### config.mk
export PLATFORM = sky130hd
export DESIGN_NAME = accel_tilt_moving_average_core
export DESIGN_NICKNAME = d
export VERILOG_FILES = /design/src/hdl/atm_pkg.sv /design/src/hdl/atm_ring.sv /design/src/hdl/atm_div.sv /design/src/hdl/atm_cordic.sv /design/src/hdl/accel_tilt_moving_average_core.sv
export SDC_FILE = /design/constraint.sdc
export NUM_CORES = 2
export LEC_CHECK = 0
export BUFFER_PORTS_ARGS = -buffer_cell sky130_fd_sc_hd__buf_4
export CAP_MARGIN = 20
export CORE_ASPECT_RATIO = 1.5
export CORE_MARGIN = 3
export CORE_UTILIZATION = 30
export CTS_CLUSTER_DIAMETER = 30
export DETAILED_ROUTE_END_ITERATION = 16
export PLACE_DENSITY = 0.53
export SKIP_CTS_REPAIR_TIMING = 1
export SYNTH_ARGS = -nofsm -noshare
export SYNTH_HDL_FRONTEND = slang
export SYNTH_SLANG_ARGS = --single-unit
### constraint.sdc
create_clock -name clk -period 17 [get_ports clk]
set_input_delay 3.4 -clock clk [delete_from_list [all_inputs] [get_ports clk]]
set_output_delay 3.4 -clock clk [all_outputs]
set_load 0.01 [all_outputs]
### src/hdl/atm_pkg.sv
// shared types, constants and the arctangent table for the tilt and moving-average block
package atm_pkg;

	// angle accumulator: degrees with 16 fraction bits
	localparam int ACC_FRAC = 16;
	localparam int ACC_W = 26;
	localparam int PRE_SHIFT = 12;
	localparam int CORDIC_ITERS = 16;
	localparam int ITER_W = 4;
	localparam logic [ITER_W-1:0] ITER_LAST = ITER_W'(CORDIC_ITERS - 1);
	localparam logic signed [ACC_W-1:0] ANGLE_90 = ACC_W'(90 <<< ACC_FRAC);

	// gain compensation: round(2^24 / K), applied in 16-bit slices of x
	localparam int MUL_CHUNK = 16;
	localparam int GAIN_W = 24;
	localparam logic [GAIN_W-1:0] INV_GAIN = 24'd10188014;
	localparam int MAG_SHIFT = 24;

	// busy and done flags of a multi-cycle unit
	typedef struct packed {
		logic busy;
		logic done;
	} unit_stat_t;

	typedef enum logic [2:0] {
		ST_IDLE,
		ST_RING,
		ST_ROLL,
		ST_PITCH,
		ST_OUT
	} top_state_t;

	typedef enum logic [1:0] {
		CS_IDLE,
		CS_ITER,
		CS_MAG,
		CS_DONE
	} cordic_state_t;

	// round(atan(2^-i) degrees * 65536)
	function automatic logic signed [ACC_W-1:0] atan_entry(input logic [ITER_W-1:0] idx);
		logic signed [ACC_W-1:0] v;
		case (idx)
			4'd0: v = 26'sd2949120;
			4'd1: v = 26'sd1740967;
			4'd2: v = 26'sd919879;
			4'd3: v = 26'sd466945;
			4'd4: v = 26'sd234379;
			4'd5: v = 26'sd117304;
			4'd6: v = 26'sd58666;
			4'd7: v = 26'sd29335;
			4'd8: v = 26'sd14668;
			4'd9: v = 26'sd7334;
			4'd10: v = 26'sd3667;
			4'd11: v = 26'sd1833;
			4'd12: v = 26'sd917;
			4'd13: v = 26'sd458;
			4'd14: v = 26'sd229;
			4'd15: v = 26'sd115;
			default: v = '0;
		endcase
		return v;
	endfunction

endpackage

### src/hdl/atm_ring.sv
// sample ring memory with read-modify-write of the running sums
module atm_ring #(
	parameter int WINDOW_LEN = 8,
	parameter int SUM_W = 19,
	parameter int CNT_W = 4
) (
	input  logic                    clk,
	input  logic                    arst_n,
	input  logic                    start,
	input  logic signed [15:0]      sample_x,
	input  logic signed [15:0]      sample_y,
	input  logic signed [15:0]      sample_z,
	output logic signed [SUM_W-1:0] sum_x,
	output logic signed [SUM_W-1:0] sum_y,
	output logic signed [SUM_W-1:0] sum_z,
	output logic [CNT_W-1:0]        fill,
	output logic                    done
);
	localparam int SLOT_W = (WINDOW_LEN > 1) ? $clog2(WINDOW_LEN) : 1;
	localparam logic [SLOT_W-1:0] LAST_SLOT = SLOT_W'(WINDOW_LEN - 1);
	localparam logic [CNT_W-1:0] FULL_CNT = CNT_W'(WINDOW_LEN);

	logic [47:0] ring_mem [WINDOW_LEN];
	logic [47:0] rd_data_s1;
	logic [47:0] new_s1;
	logic upd_s1;
	logic done_q;
	logic [SLOT_W-1:0] slot_q;
	logic [CNT_W-1:0] fill_q;
	logic signed [SUM_W-1:0] sum_x_q, sum_y_q, sum_z_q;
	logic signed [15:0] old_x, old_y, old_z;
	logic full;

	// one read at the current slot, written back in the following cycle
	always_ff @(posedge clk) begin
		if (start) begin
			rd_data_s1 <= ring_mem[slot_q];
			new_s1 <= {sample_x, sample_y, sample_z};
		end
		if (upd_s1) begin
			ring_mem[slot_q] <= new_s1;
		end
	end

	// entries not yet written since reset read as zero
	assign full = (fill_q == FULL_CNT);
	always_comb begin
		old_x = full ? signed'(rd_data_s1[47:32]) : 16'sd0;
		old_y = full ? signed'(rd_data_s1[31:16]) : 16'sd0;
		old_z = full ? signed'(rd_data_s1[15:0]) : 16'sd0;
	end

	// sums, slot pointer and fill count
	always_ff @(posedge clk or negedge arst_n) begin
		if (!arst_n) begin
			upd_s1 <= 1'b0;
			done_q <= 1'b0;
			slot_q <= '0;
			fill_q <= '0;
			sum_x_q <= '0;
			sum_y_q <= '0;
			sum_z_q <= '0;
		end else begin
			upd_s1 <= start;
			done_q <= upd_s1;
			if (upd_s1) begin
				sum_x_q <= sum_x_q + SUM_W'(signed'(new_s1[47:32])) - SUM_W'(old_x);
				sum_y_q <= sum_y_q + SUM_W'(signed'(new_s1[31:16])) - SUM_W'(old_y);
				sum_z_q <= sum_z_q + SUM_W'(signed'(new_s1[15:0])) - SUM_W'(old_z);
				slot_q <= (slot_q == LAST_SLOT) ? '0 : slot_q + 1'b1;
				if (!full) begin
					fill_q <= fill_q + 1'b1;
				end
			end
		end
	end

	assign sum_x = sum_x_q;
	assign sum_y = sum_y_q;
	assign sum_z = sum_z_q;
	assign fill = fill_q;
	assign done = done_q;

endmodule

### src/hdl/atm_div.sv
// bit-serial restoring divider for one axis mean, truncating toward zero
module atm_div import atm_pkg::*; #(
	parameter int SUM_W = 19,
	parameter int CNT_W = 4
) (
	input  logic                    clk,
	input  logic                    arst_n,
	input  logic                    start,
	input  logic signed [SUM_W-1:0] dividend,
	input  logic [CNT_W-1:0]        divisor,
	output logic signed [15:0]      quotient,
	output unit_stat_t              stat
);
	localparam int STEP_W = $clog2(SUM_W + 1);

	logic [SUM_W-1:0] dvd_q;
	logic [CNT_W-1:0] rem_q;
	logic [CNT_W-1:0] dvs_q;
	logic neg_q;
	logic [STEP_W-1:0] step_q;
	logic busy_q;
	logic done_q;
	logic [SUM_W-1:0] mag_in;
	logic [SUM_W-1:0] q_signed;
	logic [CNT_W:0] trial;
	logic [CNT_W:0] diff;
	logic fits;

	assign mag_in = dividend[SUM_W-1] ? (~dividend + 1'b1) : dividend;

	// one quotient bit per cycle
	always_comb begin
		trial = {rem_q, dvd_q[SUM_W-1]};
		diff = trial - {1'b0, dvs_q};
		fits = (trial >= {1'b0, dvs_q});
	end

	always_ff @(posedge clk) begin
		if (start) begin
			dvd_q <= mag_in;
			rem_q <= '0;
			dvs_q <= divisor;
			neg_q <= dividend[SUM_W-1];
		end else if (busy_q) begin
			dvd_q <= {dvd_q[SUM_W-2:0], fits};
			rem_q <= fits ? diff[CNT_W-1:0] : trial[CNT_W-1:0];
		end
	end

	always_ff @(posedge clk or negedge arst_n) begin
		if (!arst_n) begin
			busy_q <= 1'b0;
			done_q <= 1'b0;
			step_q <= '0;
		end else begin
			done_q <= 1'b0;
			if (start) begin
				busy_q <= 1'b1;
				step_q <= STEP_W'(SUM_W);
			end else if (busy_q) begin
				step_q <= step_q - 1'b1;
				if (step_q == STEP_W'(1)) begin
					busy_q <= 1'b0;
					done_q <= 1'b1;
				end
			end
		end
	end

	// restore the sign and keep the low 16 bits
	assign q_signed = neg_q ? (~dvd_q + 1'b1) : dvd_q;
	assign quotient = signed'(q_signed[15:0]);
	assign stat.busy = busy_q;
	assign stat.done = done_q;

endmodule

### src/hdl/atm_cordic.sv
// shared vectoring cordic with serial gain-compensation multiply
module atm_cordic import atm_pkg::*; #(
	parameter int XW = 33
) (
	input  logic                    clk,
	input  logic                    arst_n,
	input  logic                    start,
	input  logic signed [XW-1:0]    x_in,
	input  logic signed [XW-1:0]    y_in,
	output logic signed [ACC_W-1:0] angle,
	output logic [XW-1:0]           mag,
	output unit_stat_t              stat
);
	localparam int NCH = (XW + MUL_CHUNK - 1) / MUL_CHUNK;
	localparam int PAD_W = NCH * MUL_CHUNK;
	localparam int PROD_W = PAD_W + GAIN_W;
	localparam int CH_W = $clog2(NCH + 1);
	localparam logic [PROD_W-1:0] MAG_ROUND = PROD_W'(1) << (MAG_SHIFT - 1);

	cordic_state_t state_q, state_d;
	logic signed [XW-1:0] x_q, y_q;
	logic signed [ACC_W-1:0] acc_q;
	logic [ITER_W-1:0] iter_q;
	logic zero_q;
	logic [PAD_W-1:0] mul_q;
	logic [PROD_W-1:0] prod_q;
	logic [CH_W-1:0] chunk_q;
	logic signed [XW-1:0] x0, y0, x_nx, y_nx, dx, dy;
	logic signed [ACC_W-1:0] acc0, acc_nx;
	logic [XW-1:0] x_pos;
	logic [MUL_CHUNK+GAIN_W-1:0] part;
	logic [PROD_W-1:0] rnd;

	// quarter turn into the right half plane
	always_comb begin
		if (x_in[XW-1]) begin
			if (!y_in[XW-1]) begin
				x0 = y_in;
				y0 = -x_in;
				acc0 = ANGLE_90;
			end else begin
				x0 = -y_in;
				y0 = x_in;
				acc0 = -ANGLE_90;
			end
		end else begin
			x0 = x_in;
			y0 = y_in;
			acc0 = '0;
		end
	end

	// one micro-rotation toward y = 0
	always_comb begin
		dx = y_q >>> iter_q;
		dy = x_q >>> iter_q;
		if (!y_q[XW-1]) begin
			x_nx = x_q + dx;
			y_nx = y_q - dy;
			acc_nx = acc_q + atan_entry(iter_q);
		end else begin
			x_nx = x_q - dx;
			y_nx = y_q + dy;
			acc_nx = acc_q - atan_entry(iter_q);
		end
		x_pos = x_nx[XW-1] ? '0 : unsigned'(x_nx);
		part = mul_q[PAD_W-1 -: MUL_CHUNK] * INV_GAIN;
	end

	// next state
	always_comb begin
		case (state_q)
			CS_IDLE: state_d = start ? CS_ITER : CS_IDLE;
			CS_ITER: state_d = (iter_q == ITER_LAST) ? CS_MAG : CS_ITER;
			CS_MAG: state_d = (chunk_q == CH_W'(1)) ? CS_DONE : CS_MAG;
			CS_DONE: state_d = start ? CS_ITER : CS_IDLE;
			default: state_d = CS_IDLE;
		endcase
	end

	// status outputs
	always_comb begin
		stat.busy = (state_q == CS_ITER) || (state_q == CS_MAG);
		stat.done = (state_q == CS_DONE);
	end

	always_ff @(posedge clk or negedge arst_n) begin
		if (!arst_n) begin
			state_q <= CS_IDLE;
		end else begin
			state_q <= state_d;
		end
	end

	// datapath: load, rotate, then multiply by the inverse gain a slice at a time
	always_ff @(posedge clk) begin
		if (start) begin
			x_q <= x0;
			y_q <= y0;
			acc_q <= acc0;
			iter_q <= '0;
			zero_q <= (x_in == '0) && (y_in == '0);
		end else if (state_q == CS_ITER) begin
			x_q <= x_nx;
			y_q <= y_nx;
			acc_q <= acc_nx;
			iter_q <= iter_q + 1'b1;
			if (iter_q == ITER_LAST) begin
				mul_q <= PAD_W'(x_pos);
				prod_q <= '0;
				chunk_q <= CH_W'(NCH);
			end
		end else if (state_q == CS_MAG) begin
			prod_q <= (prod_q << MUL_CHUNK) + PROD_W'(part);
			mul_q <= mul_q << MUL_CHUNK;
			chunk_q <= chunk_q - 1'b1;
		end
	end

	assign rnd = prod_q + MAG_ROUND;
	assign mag = zero_q ? '0 : rnd[MAG_SHIFT +: XW];
	assign angle = zero_q ? '0 : acc_q;

endmodule

### src/hdl/accel_tilt_moving_average_core.sv
// top level: moving-average means and roll/pitch tilt from a 3-axis accelerometer
//
//  channel | signals                                   | direction
//  --------+-------------------------------------------+----------
//  in      | in_valid, in_ready, sample_x/y/z          | into block
//  out     | out_valid, out_ready, mean_x/y/z,         | out of block
//          | roll_angle, pitch_angle, samples_in_window|
//
// each beat runs the ring read and write-back, two passes of the shared cordic (16 steps,
// three gain-multiply slices and a done state per pass), the output load and a return
// to idle; the three mean dividers run alongside, and a new sample is taken only in idle.
// reset clears the sums, fill count and slot pointer; ring entries not yet written
// since reset read as zero through the fill count, so no clearing pass is needed.
// a finished beat waits in the output register while the next input is taken.
module accel_tilt_moving_average_core import atm_pkg::*; #(
	parameter int WINDOW_LEN = 8,
	parameter int ANGLE_FRAC_BITS = 7
) (
	input  logic               clk,
	input  logic               arst_n,
	input  logic               in_valid,
	output logic               in_ready,
	input  logic signed [15:0] sample_x,
	input  logic signed [15:0] sample_y,
	input  logic signed [15:0] sample_z,
	output logic               out_valid,
	input  logic               out_ready,
	output logic signed [15:0] mean_x,
	output logic signed [15:0] mean_y,
	output logic signed [15:0] mean_z,
	output logic signed [15:0] roll_angle,
	output logic signed [14:0] pitch_angle,
	output logic [3:0]         samples_in_window
);
	localparam int SUM_W = 16 + $clog2(WINDOW_LEN);
	localparam int CNT_W = $clog2(WINDOW_LEN + 1);
	localparam int XW = SUM_W + PRE_SHIFT + 2;
	localparam int RND_SHIFT = ACC_FRAC - ANGLE_FRAC_BITS;
	localparam logic [ACC_W-1:0] HALF = ACC_W'(1) << (RND_SHIFT - 1);
	localparam logic signed [ACC_W-1:0] ROLL_LIM = ACC_W'(180 <<< ANGLE_FRAC_BITS);
	localparam logic signed [ACC_W-1:0] PITCH_LIM = ACC_W'(90 <<< ANGLE_FRAC_BITS);

	top_state_t state_q, state_d;
	logic ring_start, ring_done, div_start, cor_start, out_load;
	logic signed [SUM_W-1:0] sum_x, sum_y, sum_z;
	logic [CNT_W-1:0] fill;
	logic signed [15:0] quo_x, quo_y, quo_z;
	unit_stat_t div_stat_x, div_stat_y, div_stat_z, cor_stat;
	logic div_busy;
	logic signed [XW-1:0] cor_x, cor_y;
	logic signed [ACC_W-1:0] cor_angle, angle_fin;
	logic [XW-1:0] cor_mag;
	logic [CNT_W+3:0] fill_ext;
	logic out_valid_q;
	logic signed [15:0] roll_q;
	logic signed [14:0] pitch_q;
	logic signed [15:0] mean_x_q, mean_y_q, mean_z_q, roll_out_q;
	logic signed [14:0] pitch_out_q;
	logic [3:0] count_out_q;

	// round half away from zero to the output grid, then clamp
	function automatic logic signed [ACC_W-1:0] finish_angle(
		input logic signed [ACC_W-1:0] acc,
		input logic signed [ACC_W-1:0] lim
	);
		logic [ACC_W-1:0] amag;
		logic signed [ACC_W-1:0] r;
		amag = acc[ACC_W-1] ? unsigned'(-acc) : unsigned'(acc);
		amag = (amag + HALF) >> RND_SHIFT;
		r = acc[ACC_W-1] ? -signed'(amag) : signed'(amag);
		if (r > lim) r = lim;
		if (r < -lim) r = -lim;
		return r;
	endfunction

	atm_ring #(
		.WINDOW_LEN(WINDOW_LEN),
		.SUM_W(SUM_W),
		.CNT_W(CNT_W)
	) u_ring (
		.clk(clk),
		.arst_n(arst_n),
		.start(ring_start),
		.sample_x(sample_x),
		.sample_y(sample_y),
		.sample_z(sample_z),
		.sum_x(sum_x),
		.sum_y(sum_y),
		.sum_z(sum_z),
		.fill(fill),
		.done(ring_done)
	);

	atm_div #(.SUM_W(SUM_W), .CNT_W(CNT_W)) u_div_x (
		.clk(clk), .arst_n(arst_n), .start(div_start), .dividend(sum_x),
		.divisor(fill), .quotient(quo_x), .stat(div_stat_x)
	);
	atm_div #(.SUM_W(SUM_W), .CNT_W(CNT_W)) u_div_y (
		.clk(clk), .arst_n(arst_n), .start(div_start), .dividend(sum_y),
		.divisor(fill), .quotient(quo_y), .stat(div_stat_y)
	);
	atm_div #(.SUM_W(SUM_W), .CNT_W(CNT_W)) u_div_z (
		.clk(clk), .arst_n(arst_n), .start(div_start), .dividend(sum_z),
		.divisor(fill), .quotient(quo_z), .stat(div_stat_z)
	);

	// roll pass takes (z, y); pitch pass takes (magnitude, -x)
	always_comb begin
		if (state_q == ST_RING) begin
			cor_x = XW'(sum_z) <<< PRE_SHIFT;
			cor_y = XW'(sum_y) <<< PRE_SHIFT;
		end else begin
			cor_x = signed'(cor_mag);
			cor_y = -(XW'(sum_x) <<< PRE_SHIFT);
		end
	end

	atm_cordic #(.XW(XW)) u_cordic (
		.clk(clk),
		.arst_n(arst_n),
		.start(cor_start),
		.x_in(cor_x),
		.y_in(cor_y),
		.angle(cor_angle),
		.mag(cor_mag),
		.stat(cor_stat)
	);

	assign div_busy = div_stat_x.busy | div_stat_y.busy | div_stat_z.busy;
	assign angle_fin = finish_angle(cor_angle, (state_q == ST_ROLL) ? ROLL_LIM : PITCH_LIM);

	// next state
	always_comb begin
		case (state_q)
			ST_IDLE: state_d = in_valid ? ST_RING : ST_IDLE;
			ST_RING: state_d = ring_done ? ST_ROLL : ST_RING;
			ST_ROLL: state_d = cor_stat.done ? ST_PITCH : ST_ROLL;
			ST_PITCH: state_d = cor_stat.done ? ST_OUT : ST_PITCH;
			ST_OUT: state_d = out_load ? ST_IDLE : ST_OUT;
			default: state_d = ST_IDLE;
		endcase
	end

	// sequencer outputs
	always_comb begin
		in_ready = (state_q == ST_IDLE);
		ring_start = in_valid && (state_q == ST_IDLE);
		div_start = ring_done && (state_q == ST_RING);
		cor_start = div_start || (cor_stat.done && (state_q == ST_ROLL));
		out_load = (state_q == ST_OUT) && !div_busy && (!out_valid_q || out_ready);
	end

	always_ff @(posedge clk or negedge arst_n) begin
		if (!arst_n) begin
			state_q <= ST_IDLE;
			out_valid_q <= 1'b0;
		end else begin
			state_q <= state_d;
			if (out_load) begin
				out_valid_q <= 1'b1;
			end else if (out_ready) begin
				out_valid_q <= 1'b0;
			end
		end
	end

	// angle capture and output register
	assign fill_ext = (CNT_W + 4)'(fill);
	always_ff @(posedge clk) begin
		if (cor_stat.done && (state_q == ST_ROLL)) begin
			roll_q <= angle_fin[15:0];
		end
		if (cor_stat.done && (state_q == ST_PITCH)) begin
			pitch_q <= angle_fin[14:0];
		end
		if (out_load) begin
			mean_x_q <= quo_x;
			mean_y_q <= quo_y;
			mean_z_q <= quo_z;
			roll_out_q <= roll_q;
			pitch_out_q <= pitch_q;
			count_out_q <= fill_ext[3:0];
		end
	end

	assign out_valid = out_valid_q;
	assign mean_x = mean_x_q;
	assign mean_y = mean_y_q;
	assign mean_z = mean_z_q;
	assign roll_angle = roll_out_q;
	assign pitch_angle = pitch_out_q;
	assign samples_in_window = count_out_q;

`ifndef NO_ASSERTIONS
	a_cor_start_idle: assert property (@(posedge clk) disable iff (!arst_n)
		cor_start |-> !cor_stat.busy)
		else $error("cordic started while busy");
	a_ring_done_state: assert property (@(posedge clk) disable iff (!arst_n)
		ring_done |-> state_q == ST_RING)
		else $error("ring update finished outside its wait state");
	a_accept_quiet: assert property (@(posedge clk) disable iff (!arst_n)
		(in_valid && in_ready) |-> (!cor_stat.busy && !div_busy))
		else $error("beat accepted while a unit is still working");
`endif

endmodule

=== Yosys cells after proc, flatten, opt, wreduce, memory -nomap -nowiden ===
Memories as Yosys holds them, arrays and structs flattened. A register that Yosys moved wholly into a read port is not among the register bits.
Index checks and enable logic that the tools add are counted.

* Add/sub/neg operators: 37
* Multipliers: 1
* Magnitude comparators: 5
* Equal/unequal tests: 15
* Shifts and indexed selects: 2
* Mux-type cells: 88
* Bitwise gates (word level): 10
* Reduce and logical (&&, ||, !) cells: 24

{| class="wikitable"
|+ Operators with widths
! kind !! count
|-
| $mux W33 || 13
|-
| $mux W26 || 11
|-
| $mux W19 || 9
|-
| $mux W57 || 3
|-
| $mux W48 || 3
|-
| $mux W16 || 7
|-
| $add A33 B33 Y33 || 2
|-
| $logic_not A33 Y1 || 2
|-
| $neg A33 Y33 || 2
|-
| $sshr A33 B4 Y33 || 2
|-
| $sub A33 B33 Y33 || 2
|-
| $add A19 B1 Y19 const B || 3
|-
| $add A19 B16 Y19 || 3
|-
| $add A57 B24 Y57 const B || 1
|-
| $add A57 B40 Y57 || 1
|-
| $not A19 Y19 || 3
|-
| $sub A19 B16 Y19 || 3
|-
| $add A16 B1 Y16 const B || 3
|-
| $not A16 Y16 || 3
|-
| $mul A16 B23 Y39 const B || 1
|-
| $neg A31 Y33 || 1
|-
| $mux W32 || 1
|-
| $mux W5 || 6
|-
| $mux W4 || 7
|-
| other kinds (39) || 90
|}

* Register bits: 532
* Bits in writable memories: 384
* Bits in read-only memories: 704
* Input port bits: 52
* Output and inout bits: 85
* Logic and storage cells: 228
* Memories: 3

{| class="wikitable"
|+ Memories
! name !! words !! width !! read ports !! clocked after memory_dff !! write ports !! line !! RTL
|-
| u_ring.ring_mem || 8 || 48 || 1 || 1 || 1 || atm_ring.sv:23 || <nowiki>logic [47:0] ring_mem [WINDOW_LEN];</nowiki>
|-
| (no name shown) || 16 || 22 || 1 || 1 || 0 || atm_pkg.sv:43 || <nowiki>case (idx)</nowiki>
|-
| (no name shown) || 16 || 22 || 1 || 1 || 0 || atm_pkg.sv:43 ||
|}

=== Depth between registers and ports, before layout ===
* Word-level depth: 10
* Gate-level depth with buffers: 38
* Mapped depth without buffers: 38

=== Hierarchy ===
From an unflattened synthesis, not the netlist that was laid out.

* Cell total of the unflattened synthesis: 6613
* Area, all modules: 69176.3 um2

{| class="wikitable"
|+ By module, submodules not included
! module !! instances !! cells an instance !! area each (um2) !! seq. area each (um2)
|-
| atm_cordic || 1 || 3364 || 29843.6 || 6546.3
|-
| atm_ring || 1 || 1807 || 24940.2 || 16065.4
|-
| accel_tilt_moving_average_core || 1 || 646 || 7101.8 || 3523.4
|-
| atm_div (u_div_x ...) || 2 || 266 || 2436.1 || 975.9
|-
| atm_div (u_div_z) || 1 || 264 || 2418.6 || 975.9
|}

=== Worst setup path after synthesis ===
OpenSTA, ideal clock, no wires.

* Path kind: register to register
* Start: reg state_q[2]
* End: reg u_cordic.chunk_q[0], enable pin
* Setup time: 0.728 ns
* Arrival: 10.124 ns
* Data required time: 16.272 ns
* Setup slack: 6.148 ns
* Stages on the path, launching flop included: 12
* Path buffers: 4
* Period minus slack after synthesis: 10.852 ns
* Path through: dfrtp_1 clkbuf_1 nand2b_1 or2_2 clkbuf_1 inv_1 and2_1 nor2_1 inv_1 clkbuf_1 clkbuf_1 a211oi_1

* Word-level cells in the longest chain between the ends: 5
* Elaborated cells on any way between the ends: 7
* Classes of those cells: 2 x eq/ne; 1 x bitwise; 4 x reduce/logical

{| class="wikitable"
|+ RTL lines
! item !! line !! RTL
|-
| start: declaration || accel_tilt_moving_average_core.sv:43 || <nowiki>top_state_t state_q, state_d;</nowiki>
|-
| start signal: assignment || accel_tilt_moving_average_core.sv:158 || <nowiki>state_q <= state_d;</nowiki>
|-
| $eq A3 B1 Y1 or $eq A3 B2 Y1 (tied branches) || accel_tilt_moving_average_core.sv:148, accel_tilt_moving_average_core.sv:149 ||
|-
| $logic_and A1 B1 Y1 (on tied branches) || accel_tilt_moving_average_core.sv:148, accel_tilt_moving_average_core.sv:149 ||
|-
| $logic_or A1 B1 Y1 * || accel_tilt_moving_average_core.sv:149 || <nowiki>cor_start = div_start || (cor_stat.done && (state_q == ST_ROLL));</nowiki>
|-
| $not A1 Y1 (no line) * || -- ||
|-
| $reduce_and A3 Y1 (no line) * || -- ||
|-
| end signal: assignment || atm_cordic.sv:111 || <nowiki>chunk_q <= CH_W'(NCH);</nowiki>
|-
| end signal: assignment || atm_cordic.sv:116 || <nowiki>chunk_q <= chunk_q - 1'b1;</nowiki>
|-
| end: declaration || atm_cordic.sv:27 || <nowiki>logic [CH_W-1:0] chunk_q;</nowiki>
|}

Every way passes the cells marked *; elsewhere a longest branch is shown, timed or not.
A chain may end at the register's enable or synchronous reset.

=== Worst setup path in the final report ===
* Start: reg u_cordic.mul_q[39]
* End: reg u_cordic.prod_q[53] (data pin)

* Word-level cells in the longest chain between the ends: 4

{| class="wikitable"
|+ RTL lines
! item !! line !! RTL
|-
| start: declaration || atm_cordic.sv:25 || <nowiki>logic [PAD_W-1:0] mul_q;</nowiki>
|-
| start signal: assignment || atm_cordic.sv:109 || <nowiki>mul_q <= PAD_W'(x_pos);</nowiki>
|-
| start signal: assignment || atm_cordic.sv:115 || <nowiki>mul_q <= mul_q << MUL_CHUNK;</nowiki>
|-
| $mul A16 B23 Y39 || atm_cordic.sv:67 || <nowiki>part = mul_q[PAD_W-1 -: MUL_CHUNK] * INV_GAIN;</nowiki>
|-
| $add A57 B40 Y57 || atm_cordic.sv:114 || <nowiki>prod_q <= (prod_q << MUL_CHUNK) + PROD_W'(part);</nowiki>
|-
| $mux W57 || atm_cordic.sv:113 || <nowiki>end else if (state_q == CS_MAG) begin</nowiki>
|-
| $mux W57 || atm_cordic.sv:103 || <nowiki>end else if (state_q == CS_ITER) begin</nowiki>
|-
| end signal: assignment || atm_cordic.sv:114 ||
|-
| end: declaration || atm_cordic.sv:26 || <nowiki>logic [PROD_W-1:0] prod_q;</nowiki>
|}

No other way between the ends. The select of a mux whose other input is x is not followed.

==> metrics.yaml <==
route:
  wl_mm: 183
  dr.pass1.iters: 6
  viasPerCell: 4.98
  drt_iter0_markers: 2877
  postRouteAntennaNets: 0
  drc_errors: 0
  vias: 44700
  post_drt_wl_per_cell_um: 20.4
sta:
  drv_slew: 0
  max-slew-margin-rel_pct: 13.2
  worst_slew_pin_slew_ns: 1.29
  finalHoldViolations: 0
  whs_ns: 0.413
  finalSetupTns_ns: 0
  fmax_mhz: 107
  clock_skew_ns: 0.0804
  final-setup-viol-count: 0
  rsz0062_at_grt: "no"
  fin_crit_ns: 9.32
  period_share_pct: 54.8
grt:
  use_met3_pct: 2.45
  grt_use_met1_pct: 19.4
  use_met2_pct: 29.1
  antenna_found_initial: 6
  first_global_vias: 46100
  grt_max_degree: 79
  overflow: 0
  grt_pass1_wl_mm: 280
  grt.total_usage_pct: 16.5
  grt_busiest_layer: "met2"
synth:
  yosysSeqAreaShare_pct: 44.8
  synthCells: 5793
  yosys_warnings: 0
  syn_nets: 6429
  synth_area_per_cell_um2: 11.1
  synth_edf_count: 857
  ys_types: 100
  yosys_register_bits: 985
  syn_area_mm2: 0.0642
  synthArstFlopShare_pct: 9.14
  ys.flop_type: "edfxtp_1"
setup_path:
  critPathMaxFanout: 8
  critPathMaxStageDelay_ns: 0.59
  rr_startpoint: "u_cordic.mul_q[39]"
  cp-startpoint: "u_cordic.mul_q[39]"
  slowest_stage: "a21oi_1"
  cp_common_cell: "inv_1"
  end_kind: "register"
  arrival_ns: 9.88
  critPathLaunchType: "register"
  crit_required_ns: 17.56
  critPathKind: "register to register"
layout:
  final_common_cell: "edfxtp_1"
  nNetsFinal: 6613
  final_cell_mix: "857 x edfxtp_1, 595 x inv_1, 452 x nand2_1"
  final_area_mm2: 0.0754
  synthToLayoutAreaGrowth_pct: 17.4
  drive_gt1_share_pct: 14.0
job:
  maxCapViolCount: 0
clock_tree:
  numCtsBuffers: 208
  cts.sinks: 985
  cts.root.buffer_cell: "clkbuf_16"
  clockBufferDepth: 4
  tritoncts: "done"
  htreeDepth: 4
  worstSkewPairLatency_ns: 0.84
  clkSlewWorstSetupHoldPaths_ns: 0.06
die:
  start_util_pct: 30.2
  die_area_mm2: 0.220
  fp.dieW_um: 384
  dieHeight_um: 572
  rows: 207
  ios: 137
  core_mm2: 0.212
min_path:
  hold_class: "register to register"
  worstHoldStart: "pitch_q[13]"
placed_design:
  gp_congestion: 0.943
  port_buffers: 136
  placed_cell_area_mm2: 0.0685
  place.detailed.hpwl_mm: 137
status:
  outcome: "finished clean"
-- critical path, delay by kind of cell, from the launching register on --
kind	cells	cell delay, ns
AND/OR/NAND/NOR	4	0.49
buffers and inverters	6	0.42
XOR/XNOR	2	0.30
AO/OA/AOI/OAI	16	3.59
flip-flops	1	0.57
adder cells (fa/ha/maj)	8	3.70
-- flip-flops by register name (all words and copies together) (netlist names), 26 cells and up, named ones only --
signal,cells
u_cordic.x_q,33
u_cordic.acc_q,26
u_ring.rd_data_s1,48
u_ring.ring_mem,384
u_ring.new_s1,48
u_cordic.mul_q,48
u_cordic.prod_q,56
u_cordic.y_q,33
-- cells by family after synthesis --
| logic type | after synthesis | synth area share, % |
|---|---|---|
| compound gates | 1096 | 10.6 |
| xor+xnor | 501 | 6.85 |
| fa+ha+maj | 584 | 13.9 |
| buf+inv | 820 | 4.86 |
| flops | 985 | 44.8 |
| mux | 288 | 7.69 |
| simple gates | 1519 | 11.4 |
-- through the flow --
step	instances	util [%]	worst slack (ns)
finish	8971	35.5	7.68
global route	8970	35.5	7.00
CTS	8969	35.5	7.62
detailed placement	8588	32.2	7.62
global placement	8588	32.2	7.67
floorplan	5793	-	6.15
-- final timing paths --
check / end / slack (ns) / cells past startpoint
max in group asynchronous: u_ring.upd_s1 / 13.12 / 2
worst min-delay path: pitch_angle[13] / 0.41 / 0
worst max register to register: u_cordic.prod_q[53] / 7.68 / 36
worst max-delay path: u_cordic.prod_q[53] / 7.68 / 36
min in group asynchronous: u_ring.fill[0] / 2.54 / 1
worst min register to register: pitch_angle[13] / 0.41 / 0
-- metal layers --
| layer | vias up | wire (um) | share of wire (%) |
|---|---|---|---|
| li1 | 21200 | - | - |
| met1 | 22000 | 73500 | 40 |
| met2 | 1115 | 92000 | 50 |
| met3 | 379 | 7860 | 4.3 |
| met4 | 0 | 9770 | 5.3 |
| met5 | - | 0 | 0 |
-- synth_stat cells, types with 38 or more instances --
master	n	share of area, %
o31ai_1	41	0.48
nor2b_1	66	0.64
o21ai_0	337	2.6
xor2_1	166	2.3
a211oi_1	58	0.68
a21oi_1	298	2.3
mux2i_1	57	0.89
nand3_1	103	0.80
inv_1	597	3.5
xnor2_1	334	4.6
a21o_1	54	0.63
and3_1	64	0.62
edfxtp_1	857	40
or3_1	40	0.39
fa_1	212	6.6
nand2_1	453	2.6
a31oi_1	49	0.48
nor2_1	400	2.3
and2_1	72	0.70
nor3_1	94	0.73
mux4_2	155	5.4
dfrtp_1	90	3.5
mux2_2	71	1.2
dfxtp_1	38	1.2
ha_1	372	7.3
nand2b_1	60	0.58
clkbuf_1	165	0.97
-- area by class of cell --
type,count,area [um2]
clock inverters,141,1480
inverters,600,2250
fillers,21100,137000
repair buffers,194,1460
diodes,2,5.00
well taps,2821,3530
multi-input cells,3988,32500
flip-flops and latches,985,28800
clock buffers,240,5420
Power is not shown: default switching activity piles up to over one toggle a cycle in this logic, so the estimate is an artifact.
